**src/design/nulsf_pkg.sv**
```systemverilog
// Package for the NUL-terminated string finder.
// Holds shared types, character codes and register indexes.
// No dependencies.
`timescale 1ns / 1ps

package nulsf_pkg;

   localparam logic [7:0] CHAR_NUL   = 8'h00;
   localparam logic [7:0] CHAR_TAB   = 8'h09;
   localparam logic [7:0] CHAR_LF    = 8'h0A;
   localparam logic [7:0] CHAR_CR    = 8'h0D;
   localparam logic [7:0] PRINT_LOW  = 8'h20;
   localparam logic [7:0] PRINT_HIGH = 8'h7E;

   localparam int unsigned CSR_INDEX_BITS = 2;

   localparam logic [CSR_INDEX_BITS-1:0] CSR_WIDE_MODE   = 2'd0;
   localparam logic [CSR_INDEX_BITS-1:0] CSR_BUFFER_BASE = 2'd1;
   localparam logic [CSR_INDEX_BITS-1:0] CSR_MIN_LENGTH  = 2'd2;

   localparam logic [7:0] MIN_LENGTH_RESET = 8'd4;

   typedef struct packed {
      logic        wide_mode;
      logic [63:0] buffer_base;
      logic [7:0]  min_length;
   } nulsf_cfg_type;

   typedef struct packed {
      logic [63:0] string_address;
      logic [15:0] char_count;
      logic        count_saturated;
   } nulsf_result_type;

   function automatic logic is_print(input logic [7:0] b);
      return (b >= PRINT_LOW) && (b <= PRINT_HIGH);
   endfunction

   function automatic logic is_text_ctrl(input logic [7:0] b);
      logic hit;
      case (b) inside
         CHAR_TAB, CHAR_LF, CHAR_CR: hit = 1'b1;
         default:                    hit = 1'b0;
      endcase
      return hit;
   endfunction

endpackage

```
**src/design/nulsf_scan.sv**
```systemverilog
// Scanner core of the NUL-terminated string finder: run tracking per byte.
// Holds phase, pending byte, run start, run count and byte position.
// Depends on nulsf_pkg.
`timescale 1ns / 1ps

module nulsf_scan
   import nulsf_pkg::*;
#(
   parameter int unsigned COUNT_BITS  = 16,
   parameter int unsigned OFFSET_BITS = 32
) (
   input  logic             clock,
   input  logic             reset,
   input  logic             byte_fire,
   input  logic [7:0]       data_byte,
   input  logic             last_byte,
   input  logic             mode_clear,
   input  nulsf_cfg_type    cfg,
   output logic             hit,
   output nulsf_result_type result
);

   localparam int unsigned CMP_W = (COUNT_BITS > 8) ? COUNT_BITS : 8;
   localparam int unsigned EXT_W = (COUNT_BITS > 16) ? COUNT_BITS : 16;
   localparam logic [COUNT_BITS-1:0] CNT_MAX = {COUNT_BITS{1'b1}};
   localparam logic [COUNT_BITS-1:0] CNT_ONE = COUNT_BITS'(1);
   localparam logic [OFFSET_BITS-1:0] POS_ONE = OFFSET_BITS'(1);

   typedef enum logic {
      PH_SEARCH,
      PH_RUN
   } phase_type;

   phase_type              phase_ff,  phase_in;
   logic [7:0]             held_ff,   held_in;
   logic                   held_valid_ff, held_valid_in;
   logic [OFFSET_BITS-1:0] start_ff,  start_in;
   logic [COUNT_BITS-1:0]  count_ff,  count_in;
   logic [OFFSET_BITS-1:0] pos_ff,    pos_in;

   logic                   finish;
   logic                   saturated;
   logic [COUNT_BITS-1:0]  count_bump;
   logic [EXT_W-1:0]       count_ext;

   assign saturated  = (count_ff == CNT_MAX);
   assign count_bump = saturated ? count_ff : count_ff + CNT_ONE;
   assign count_ext  = EXT_W'(count_ff);

   always_comb begin
      phase_in      = phase_ff;
      held_in       = held_ff;
      held_valid_in = held_valid_ff;
      start_in      = start_ff;
      count_in      = count_ff;
      pos_in        = pos_ff;
      finish        = 1'b0;
      if (mode_clear) begin
         phase_in      = PH_SEARCH;
         held_in       = CHAR_NUL;
         held_valid_in = 1'b0;
      end else if (byte_fire) begin
         if (!cfg.wide_mode) begin
            if (phase_ff != PH_RUN) begin
               if (is_print(data_byte)) begin
                  phase_in = PH_RUN;
                  start_in = pos_ff;
                  count_in = CNT_ONE;
               end
            end else if (data_byte == CHAR_NUL) begin
               finish   = 1'b1;
               phase_in = PH_SEARCH;
            end else if (is_print(data_byte) || is_text_ctrl(data_byte)) begin
               count_in = count_bump;
            end else begin
               phase_in = PH_SEARCH;
            end
         end else if (!held_valid_ff) begin
            held_in       = data_byte;
            held_valid_in = 1'b1;
         end else if (phase_ff != PH_RUN) begin
            if (is_print(held_ff) && data_byte == CHAR_NUL) begin
               phase_in      = PH_RUN;
               start_in      = pos_ff - POS_ONE;
               count_in      = CNT_ONE;
               held_valid_in = 1'b0;
            end else begin
               held_in = data_byte;
            end
         end else begin
            held_valid_in = 1'b0;
            if (is_print(held_ff) && data_byte == CHAR_NUL) begin
               count_in = count_bump;
            end else if (held_ff == CHAR_NUL && data_byte == CHAR_NUL) begin
               finish   = 1'b1;
               phase_in = PH_SEARCH;
            end else begin
               phase_in = PH_SEARCH;
            end
         end
         if (last_byte) begin
            phase_in      = PH_SEARCH;
            held_valid_in = 1'b0;
            pos_in        = '0;
         end else begin
            pos_in = pos_ff + POS_ONE;
         end
      end
   end

   assign hit = finish && ((CMP_W'(count_ff) >= CMP_W'(cfg.min_length)) || saturated);
   assign result.string_address  = cfg.buffer_base + 64'(start_ff);
   assign result.char_count      = count_ext[15:0];
   assign result.count_saturated = saturated;

   always_ff @(posedge clock) begin
      if (reset) begin
         phase_ff      <= PH_SEARCH;
         held_ff       <= CHAR_NUL;
         held_valid_ff <= 1'b0;
         start_ff      <= '0;
         count_ff      <= '0;
         pos_ff        <= '0;
      end else begin
         phase_ff      <= phase_in;
         held_ff       <= held_in;
         held_valid_ff <= held_valid_in;
         start_ff      <= start_in;
         count_ff      <= count_in;
         pos_ff        <= pos_in;
      end
   end

endmodule

```
**src/design/nul_terminated_string_finder_top.sv**
```systemverilog
// Top level of the NUL-terminated string finder (ASCII and UTF-16LE).
// Holds the register file and a two-entry result buffer; instantiates nulsf_scan.
// Depends on nulsf_pkg and nulsf_scan.
//
//   channel  direction  handshake        payload
//   req      in         valid / stall    data_byte, last_byte
//   rsp      out        valid / stall    string_address, char_count, count_saturated
//   csr      in         valid / ready    index, wdata (wide_mode, buffer_base, min_length)
//
// One byte per cycle while req_stall is low; a result is registered in the result buffer before it appears on rsp.
// The scanner state updates in the transfer cycle; the result register is the only stage.
// Synchronous active-high reset; all registers but the result data return to reset values, no clearing pass.
// rsp stall fills the skid entry; req stalls only while both result entries are held.
`timescale 1ns / 1ps

module nul_terminated_string_finder_top
   import nulsf_pkg::*;
#(
   parameter int unsigned COUNT_BITS  = 16,
   parameter int unsigned OFFSET_BITS = 32
) (
   input  logic                      clock,
   input  logic                      reset,
   input  logic                      req_valid,
   output logic                      req_stall,
   input  logic [7:0]                req_data_byte,
   input  logic                      req_last_byte,
   output logic                      rsp_valid,
   input  logic                      rsp_stall,
   output logic [63:0]               rsp_string_address,
   output logic [15:0]               rsp_char_count,
   output logic                      rsp_count_saturated,
   input  logic                      csr_valid,
   output logic                      csr_ready,
   input  logic [CSR_INDEX_BITS-1:0] csr_index,
   input  logic [63:0]               csr_wdata
);

   nulsf_cfg_type    cfg_ff, cfg_in;
   logic             csr_fire;
   logic             mode_clear;
   logic             req_fire;
   logic             rsp_fire;
   logic             scan_hit;
   nulsf_result_type scan_result;

   nulsf_result_type out_ff, out_in;
   logic             out_valid_ff, out_valid_in;
   nulsf_result_type skid_ff, skid_in;
   logic             skid_valid_ff, skid_valid_in;

   assign csr_ready  = 1'b1;
   assign csr_fire   = csr_valid && csr_ready;
   assign mode_clear = csr_fire && (csr_index == CSR_WIDE_MODE);

   always_comb begin
      cfg_in = cfg_ff;
      if (csr_fire) begin
         unique case (csr_index)
            CSR_WIDE_MODE:   cfg_in.wide_mode   = csr_wdata[0];
            CSR_BUFFER_BASE: cfg_in.buffer_base = csr_wdata;
            CSR_MIN_LENGTH:  cfg_in.min_length  = csr_wdata[7:0];
            default:         cfg_in = cfg_ff;
         endcase
      end
   end

   always_ff @(posedge clock) begin
      if (reset) begin
         cfg_ff.wide_mode   <= 1'b0;
         cfg_ff.buffer_base <= '0;
         cfg_ff.min_length  <= MIN_LENGTH_RESET;
      end else begin
         cfg_ff <= cfg_in;
      end
   end

   assign req_stall = skid_valid_ff;
   assign req_fire  = req_valid && !req_stall;

   nulsf_scan #(
      .COUNT_BITS  (COUNT_BITS),
      .OFFSET_BITS (OFFSET_BITS)
   ) u_scan (
      .clock      (clock),
      .reset      (reset),
      .byte_fire  (req_fire),
      .data_byte  (req_data_byte),
      .last_byte  (req_last_byte),
      .mode_clear (mode_clear),
      .cfg        (cfg_ff),
      .hit        (scan_hit),
      .result     (scan_result)
   );

   assign rsp_fire = out_valid_ff && !rsp_stall;

   always_comb begin
      out_in        = out_ff;
      out_valid_in  = out_valid_ff;
      skid_in       = skid_ff;
      skid_valid_in = skid_valid_ff;
      if (rsp_fire) begin
         if (skid_valid_ff) begin
            out_in        = skid_ff;
            skid_valid_in = 1'b0;
         end else begin
            out_in       = scan_result;
            out_valid_in = req_fire && scan_hit;
         end
      end else if (req_fire && scan_hit) begin
         if (!out_valid_ff) begin
            out_in       = scan_result;
            out_valid_in = 1'b1;
         end else begin
            skid_in       = scan_result;
            skid_valid_in = 1'b1;
         end
      end
   end

   always_ff @(posedge clock) begin
      if (reset) begin
         out_valid_ff  <= 1'b0;
         skid_valid_ff <= 1'b0;
      end else begin
         out_valid_ff  <= out_valid_in;
         skid_valid_ff <= skid_valid_in;
      end
      out_ff  <= out_in;
      skid_ff <= skid_in;
   end

   assign rsp_valid           = out_valid_ff;
   assign rsp_string_address  = out_ff.string_address;
   assign rsp_char_count      = out_ff.char_count;
   assign rsp_count_saturated = out_ff.count_saturated;

   a_skid_behind_out: assert property (@(posedge clock) disable iff (reset)
      skid_valid_ff |-> out_valid_ff)
      else $error("skid entry held while output register empty");

   a_hit_reaches_rsp: assert property (@(posedge clock) disable iff (reset)
      (req_fire && scan_hit) |=> rsp_valid)
      else $error("found string did not reach the result port");

   a_stall_keeps_result: assert property (@(posedge clock) disable iff (reset)
      (rsp_valid && rsp_stall && req_fire && scan_hit) |=> skid_valid_ff)
      else $error("result lost while output stalled");

endmodule
```
**config.mk**
```make
export PLATFORM = sky130hd
export DESIGN_NAME = nul_terminated_string_finder_top
export DESIGN_NICKNAME = d
export VERILOG_FILES = /design/src/design/nulsf_pkg.sv /design/src/design/nulsf_scan.sv /design/src/design/nul_terminated_string_finder_top.sv
export SDC_FILE = /design/constraint.sdc
export NUM_CORES = 1
export LEC_CHECK = 0
export BUFFER_PORTS_ARGS = -buffer_cell sky130_fd_sc_hd__buf_2
export CORE_MARGIN = 2
export CORE_UTILIZATION = 40
export CTS_BUF_LIST = sky130_fd_sc_hd__clkbuf_4 sky130_fd_sc_hd__clkbuf_8 sky130_fd_sc_hd__clkbuf_16
export DETAILED_ROUTE_END_ITERATION = 10
export GPL_TIMING_DRIVEN = 0
export SLEW_MARGIN = 20
export SYNTH_ARGS = -nofsm -noshare
export SYNTH_HDL_FRONTEND = slang
export SYNTH_SLANG_ARGS = --single-unit
```
**constraint.sdc**
```tcl
create_clock -name clock -period 29.9 [get_ports clock]
set_input_delay 5.98 -clock clock [delete_from_list [all_inputs] [get_ports clock]]
set_output_delay 5.98 -clock clock [all_outputs]
set_load 0.01 [all_outputs]
```
==> impl_metrics.csv, run 1 <==
group,metric,value,unit
cells_and_area,syn_to_final_growth,18.20,%
detailed_routing,met2_length,18390,µm
detailed_routing,vias,11850,
detailed_routing,wl_per_cell,17.05,µm
floorplanning,start_util,40.27,%
logic_synthesis,seq_area_frac_synth,52.73,%
logic_synthesis,synthTopCellsByArea,"edfxtp_1 (31%), dfxtp_1 (21%), nand2_1 (7.5%)",
status,status,"finished clean",
detailed_routing,maxUsedRoutingLayer,"met4",
placed_design,postPlaceCellArea,17110,µm²
clock_tree,clock_sinks,327,
logic_synthesis,syn_nets,1692,
sta,max_freq,117.8,MHz
worst_setup_path,r2r_end,"rsp_string_address[36]",
logic_synthesis,yosysTopAreaCell,"edfxtp_1",
floorplanning,rows,72,
logic_synthesis,ys_seq_elements,327,
detailed_routing,ant_nets,0,
worst_setup_path,cp_common_cell,"buf_6",
clock_tree,cts_root_buffer,"clkbuf_16",
worst_hold_path,holdCritPathClass,"reg2reg",
detailed_routing,drt_wl_total,39650,µm
sta,maxSlewViolCount,0,
power,pwr_density_cell,54.03,nW/µm²
sta,hold_viol,0,
sta,fin_worst_skew,0.02085,ns
logic_synthesis,synth_warnings,0,
clock_tree,clkLatencyLatePin,0.53,ns
logic_synthesis,synth_common_cells,"nand2_1 (311), dfxtp_1 (165), edfxtp_1 (162), nor2_1 (138), a21oi_1 (109)",
worst_hold_path,hold_depth,2,
detailed_routing,wl_met1,18590,µm
cells_and_area,final_nets,1904,
cells_and_area,final_area,18310,µm²
global_routing,grtUsageTotal,19.61,%
worst_setup_path,end_kind,"flop",
clock_tree,cts_setup_buffers,0,
worst_setup_path,path_max_fanout,16,
worst_setup_path,rr_startpoint,"u_scan.start_ff[0]",
detailed_routing,drc_errors,0,
power,vdd_drop_max,0.02655,mV
worst_setup_path,ff2ff_setup_slack,26.23,ns
placed_design,numPortBuffers,162,
logic_synthesis,avgSynthCellArea,9.879,µm²
global_routing,antenna_found_initial,0,
clock_tree,cts_htree_levels,2,
worst_hold_path,holdCritStartpoint,"cfg_ff[71]",
power,power_leakage,7.142,nW
clock_tree,clk_pin_slew,0.06,ns
worst_setup_path,path_buf_inv,5,
worst_setup_path,ff2ff_path_depth,11,
logic_synthesis,synth-edff-count,162,
clock_tree,cts_tree,"yes",
clock_tree,cts_buffers,36,
worst_setup_path,start_kind,"input pin",
worst_setup_path,cpLargestDelayFamily,"compound AO/OA/AOI/OAI gates",
logic_synthesis,syn_area,15490,µm²
detailed_routing,drt_iter0_markers,726,
sta,fin_setup_tns,0,ns
global_routing,grt_max_degree,17,
detailed_routing,vias_per_cell,5.093,
global_routing,grt-ovfl-total,0,
detailed_routing,drt_pass1_iterations,6,
cells_and_area,drive_above_1_share,16.48,%
global_routing,grt_pass1_vias,11650,
sta,setup_viol_count_final,0,
logic_synthesis,synth_flop_cell,"dfxtp_1",
logic_synthesis,synth_most_common_cell,"nand2_1",
logic_synthesis,synthCells,1568,
global_routing,grt_pass1_wl,63330,µm
sta,grt_setup_unrepaired,"no",
worst_setup_path,cpPeakStageDelay,0.63,ns
placed_design,place.gp.congestion,0.8778,
floorplanning,die_area,40310,µm²
sta,min_period,8.490,ns
floorplanning,core-area,38470,µm²
logic_synthesis,netlist.area_leader.share,31.41,%
floorplanning,die_h,200.8,µm
cells_and_area,n_antenna_cell,0,
clock_tree,clk_path_buf_depth,3,
worst_setup_path,crit_chain,"buf_2 -> nand2b_1 -> or2_2 -> a2111o_1 -> o31ai_4 -> buf_8 -> buf_6 -> buf_6 -> buf_6",
logic_synthesis,synth_cell_type_count,73,
worst_setup_path,crit_required,30.13,ns
worst_setup_path,critPathKind,"in2reg",
worst_setup_path,critical_path_arrival,8.72,ns
job,maxCapViolCount,0,
floorplanning,die_w,200.8,µm
sta,finalCritPeriodShare,28.39,%
clock_tree,cts_hold_buf,0,
placed_design,hpwlAfterDp,30490,µm
logic_synthesis,async_flop_share,0,%
sta,slew_headroom,28.17,%
detailed_routing,met3_wirelength,1853,µm
worst_hold_path,holdPathEnd,"cfg_ff[71]",
worst_setup_path,crit_path_top_delay_cell,"o31ai_4",
clock_tree,cts_resized,0,
sta,worst_slew_pin_slew,1.078,ns
floorplanning,io_pins,164,
## power breakdown
group | switching, W | total (W) | internal [W]
Combinational | 0.0000389 | 0.0000626 | 0.0000237
Sequential | 0.00000623 | 0.000483 | 0.000477
Clock | 0.000177 | 0.000444 | 0.000266
Total | 0.000222 | 0.000989 | 0.000767
## final cells by class
type | instances | area (µm²)
fill | 3649 | 20160
sequential | 327 | 8168
multi-input combinational | 1130 | 6905
clock buffer | 49 | 1059
timing repair buffer | 174 | 938.4
tap | 518 | 648.1
buffer | 88 | 359.1
clock inverter | 17 | 145.1
inverter | 23 | 86.33
## worst max-delay path by stage
stage / startpoint / endpoint / slack [ns] / depth (start not counted)
finish: req_valid / rsp_string_address[17] / 21.41 / 9
global route: csr_valid / rsp_string_address[17] / 21.27 / 9
CTS: csr_valid / rsp_string_address[13] / 21.42 / 9
detailed placement: csr_valid / rsp_string_address[11] / 20.86 / 9
global placement: csr_valid / skid_ff[35] / 10.62 / 5
floorplan: csr_valid / skid_ff[0] / 14.51 / 4
## state kept, by name (all words and copies together) (netlist names)
signal	count
rsp_string_address	64
u_scan.held_valid_ff	1
rsp_char_count	16
cfg_ff	73
rsp_count_saturated	1
u_scan.pos_ff	32
req_stall	1
u_scan.held_ff	8
rsp_valid	1
u_scan.phase_ff	1
u_scan.start_ff	32
skid_ff	81
u_scan.count_ext	16
## metal layers
metal	vias up	GRT usage, %
met2	262	32.65
met1	5569	26.71
met4	0	5.185
li1	5964	-
met5	-	0
met3	52	3.019
## cell usage in the layout, fill, tap and decap left out, types with 8 or more instances in the layout
cell type / Yosys / final
a211oi_1: 33 / 33
a21o_1: 22 / 22
a21oi_1: 109 / 109
and3_1: 28 / 28
and4_1: 11 / 11
buf_1: 10 / 10
buf_2: 4 / 166
buf_6: 2 / 10
clkbuf_1: 69 / 69
clkbuf_16: 0 / 38
clkinv_1: 0 / 8
dfxtp_1: 165 / 165
edfxtp_1: 162 / 162
ha_1: 43 / 43
inv_1: 23 / 23
mux2_2: 38 / 38
mux2i_1: 18 / 18
nand2_1: 311 / 311
nand3_1: 33 / 33
nand4_1: 29 / 29
nor2_1: 138 / 138
nor3_1: 23 / 23
nor4_1: 17 / 17
o21ai_0: 29 / 29
o21bai_1: 8 / 8
o31ai_1: 10 / 9
or3_1: 8 / 8
xnor2_1: 64 / 64
xor2_1: 68 / 68
## cell families after synthesis
| kind of cell | synth area share, % |
|---|---|
| AOI/OAI and AO/OA | 10.56 |
| xor gates and xnor gates | 7.464 |
| adders and majority gates | 3.603 |
| buffers and inverters | 2.876 |
| DFF | 52.73 |
| muxes | 3.926 |
| other | 0.02421 |
| and+or+nand+nor | 18.82 |
## worst reg2reg max path, delay by kind of cell (launching register included)
family                     cells  cell delay, ns
AOI/OAI and AO/OA              5            1.64
adders and majority gates      2            0.63
DFF                            1            0.33
muxes                          1            0.30
buffers and inverters          1            0.25
xor gates and xnor gates       1            0.19
and+or+nand+nor                1            0.07
## stage by stage
stage               util [%]  instances  worst slack, ns  total power, W  hold WS, ns
floorplan                  -       1568            14.51       0.0005316       0.4406
global placement       44.06       2248            10.62       0.0005542       0.4508
detailed placement     44.47       2260            20.86       0.0005552       0.4572
CTS                    47.60       2326            21.42       0.0009984       0.4671
global route           47.60       2326            21.27        0.001024       0.4796
finish                 47.60       2326            21.41       0.0009892       0.4645
Note: power is estimated with default switching activity, not from simulation.
==> run 2: changes to the inputs <==
==> constraint.sdc (replaced) <==
create_clock -name clock -period 7.8 [get_ports clock]
set_input_delay 1.56 -clock clock [delete_from_list [all_inputs] [get_ports clock]]
set_output_delay 1.56 -clock clock [all_outputs]
set_load 0.01 [all_outputs]
==> run 2 against run 1 <==
Sequential power rose to 3.8 times the previous value. Flip-flop and latch count is the same. Total power rose to 3.9 times the previous value. Clock-buffer cell count increased by 2. Die area unchanged. Via count is 0.26% lower. Clock power increased to 3.9 times the previous value. Critical path type unchanged. Highest routed layer unchanged.
==> impl_metrics.csv, run 2 (synthesized netlist as in run 1, its figures left out) <==
group,metric,value,unit
cells_and_area,mostFrequentLayoutCell,"nand2_1",
sta,maxSlewViolCount,0,
cells_and_area,n_antenna_cell,0,
cells_and_area,fin_cells,2325,
clock_tree,cts_hold_buf,0,
power,p_clk_share,45.5,%
global_routing,grt-ovfl-total,0,
global_routing,antenna_found_initial,0,
worst_setup_path,end_kind,"flop",
worst_setup_path,critPathKind,"in2reg",
floorplanning,start_util,40.27,%
worst_setup_path,critical_path_arrival,4.32,ns
sta,max_freq,244.2,MHz
power,pwr-share-comb,6.2,%
placed_design,numPortBuffers,162,
worst_setup_path,path_max_fanout,12,
cells_and_area,syn_to_final_growth,18.38,%
detailed_routing,wl_per_cell,16.46,µm
detailed_routing,ant_nets,0,
status,status,"finished clean",
clock_tree,cts_resized,0,
power,power_leakage,7.170,nW
sta,slew_headroom,30.44,%
floorplanning,io_pins,164,
clock_tree,cts_buffers,36,
placed_design,dp_cells,2260,
sta,grt_setup_unrepaired,"no",
detailed_routing,vias,11820,
floorplanning,core-area,38470,µm²
floorplanning,die_area,40310,µm²
clock_tree,cts_root_buffer,"clkbuf_16",
placed_design,pre_cts_slack,3.140,ns
global_routing,grt_max_degree,18,
cells_and_area,final_nets,1904,
clock_tree,cts_setup_buffers,0,
clock_tree,clkLatencyLatePin,0.53,ns
cells_and_area,largest_reg_flops,81,
worst_setup_path,crit_required,8.03,ns
power,p_sw,0.0008524,W
floorplanning,die_w,200.8,µm
power,vdd_drop_max,0.1177,mV
sta,worst_slew_pin_slew,1.043,ns
worst_setup_path,start_kind,"input pin",
sta,min_period,4.094,ns
clock_tree,cts_tree,"yes",
worst_hold_path,holdCritPathClass,"reg2reg",
sta,hold_viol,0,
job,maxCapViolCount,0,
cells_and_area,fillers,3668,
power,power_frac_seq,48.3,%
cells_and_area,final_cell_mix,"nand2_1 (311), buf_2 (166), dfxtp_1 (165), edfxtp_1 (162), nor2_1 (138)",
placed_design,place.gp.congestion,0.8709,
sta,setup_viol_count_final,0,
power,p_int,0.002983,W
power,finalPower,0.003835,W
floorplanning,rows,72,
clock_tree,clk_pin_slew,0.06,ns
sta,finalCritPeriodShare,52.49,%
global_routing,grt_pass1_wl,60930,µm
floorplanning,die_h,200.8,µm
clock_tree,clock_sinks,327,
sta,timing.final.ws_setup,3.706,ns
sta,fin_worst_skew,0.01552,ns
sta,fin_setup_tns,0,ns
clock_tree,clk_path_buf_depth,3,
power,pwr_density_cell,209.2,nW/µm²
detailed_routing,drc_errors,0,
global_routing,grtUsageTotal,18.87,%
clock_tree,cts_htree_levels,2,
power,p_sw_share,22.23,%
detailed_routing,drt_wl_total,38270,µm
cells_and_area,drive_above_1_share,16.82,%
placed_design,hpwlAfterDp,29150,µm
detailed_routing,drt_pass1_iterations,5,
detailed_routing,drt_iter0_markers,790,
cells_and_area,regMostFlops,"skid_ff",
detailed_routing,vias_per_cell,5.082,
global_routing,grt_pass1_vias,11480,
[run 2: per-stage QoR]
stage	util (%)	instance area (µm²)	hold WS [ns]
final	47.67	18340	0.4589
after global routing	47.67	18340	0.4715
after CTS	47.67	18340	0.4615
after detailed placement	44.47	17110	0.4525
after global placement	44.09	16960	0.4536
after floorplan	-	15500	0.4406
[run 2: worst paths after layout]
| kind | endpoint | start | depth (start not counted) | slack, ns |
|---|---|---|---|---|
| min | cfg_ff[13] | cfg_ff[13] | 2 | 0.46 |
| min reg2reg | cfg_ff[13] | cfg_ff[13] | 2 | 0.46 |
| max | skid_ff[33] | csr_valid | 9 | 3.71 |
| max reg2reg | skid_ff[33] | u_scan.count_ext[0] | 14 | 4.03 |
[run 2: worst max-delay path, stage by stage]
cell and delay, ns:
buf_2 0.11, nor3b_1 0.20, or2_2 0.36, a2111o_1 0.52, nor4bb_4 0.59, buf_4 0.31
buf_4 0.24, buf_4 0.24, buf_8 0.18
[run 2: layout make-up]
class                           instances  area [µm²]  area share (%)
Clock inverter                         14       156.4          0.8529
Inverter                               23       86.33          0.4708
Buffer                                 88       360.3           1.965
Multi-Input combinational cell       1130        6905           37.66
Clock buffer                           51        1075           5.861
Tap cell                              518       648.1           3.534
Timing Repair Buffer                  174       938.4           5.117
Sequential cell                       327        8168           44.54
[run 2: metal layers]
metal / vias up / global-route usage, % / wire, µm
met2: 269 / 30.34 / 17280
li1: 5947 / - / -
met1: 5534 / 26.18 / 18200
met4: 0 / 6.534 / 1111
met3: 66 / 2.597 / 1680
met5: - / 0 / 0
[run 2: power groups by stage]
stage,clock network (W),logic [W],registers (W)
floorplan,0,0.000159,0.00188
global placement,0,0.000233,0.00189
detailed placement,0,0.000238,0.00189
CTS,0.00178,0.000240,0.00185
global route,0.00185,0.000268,0.00185
finish,0.00174,0.000239,0.00185
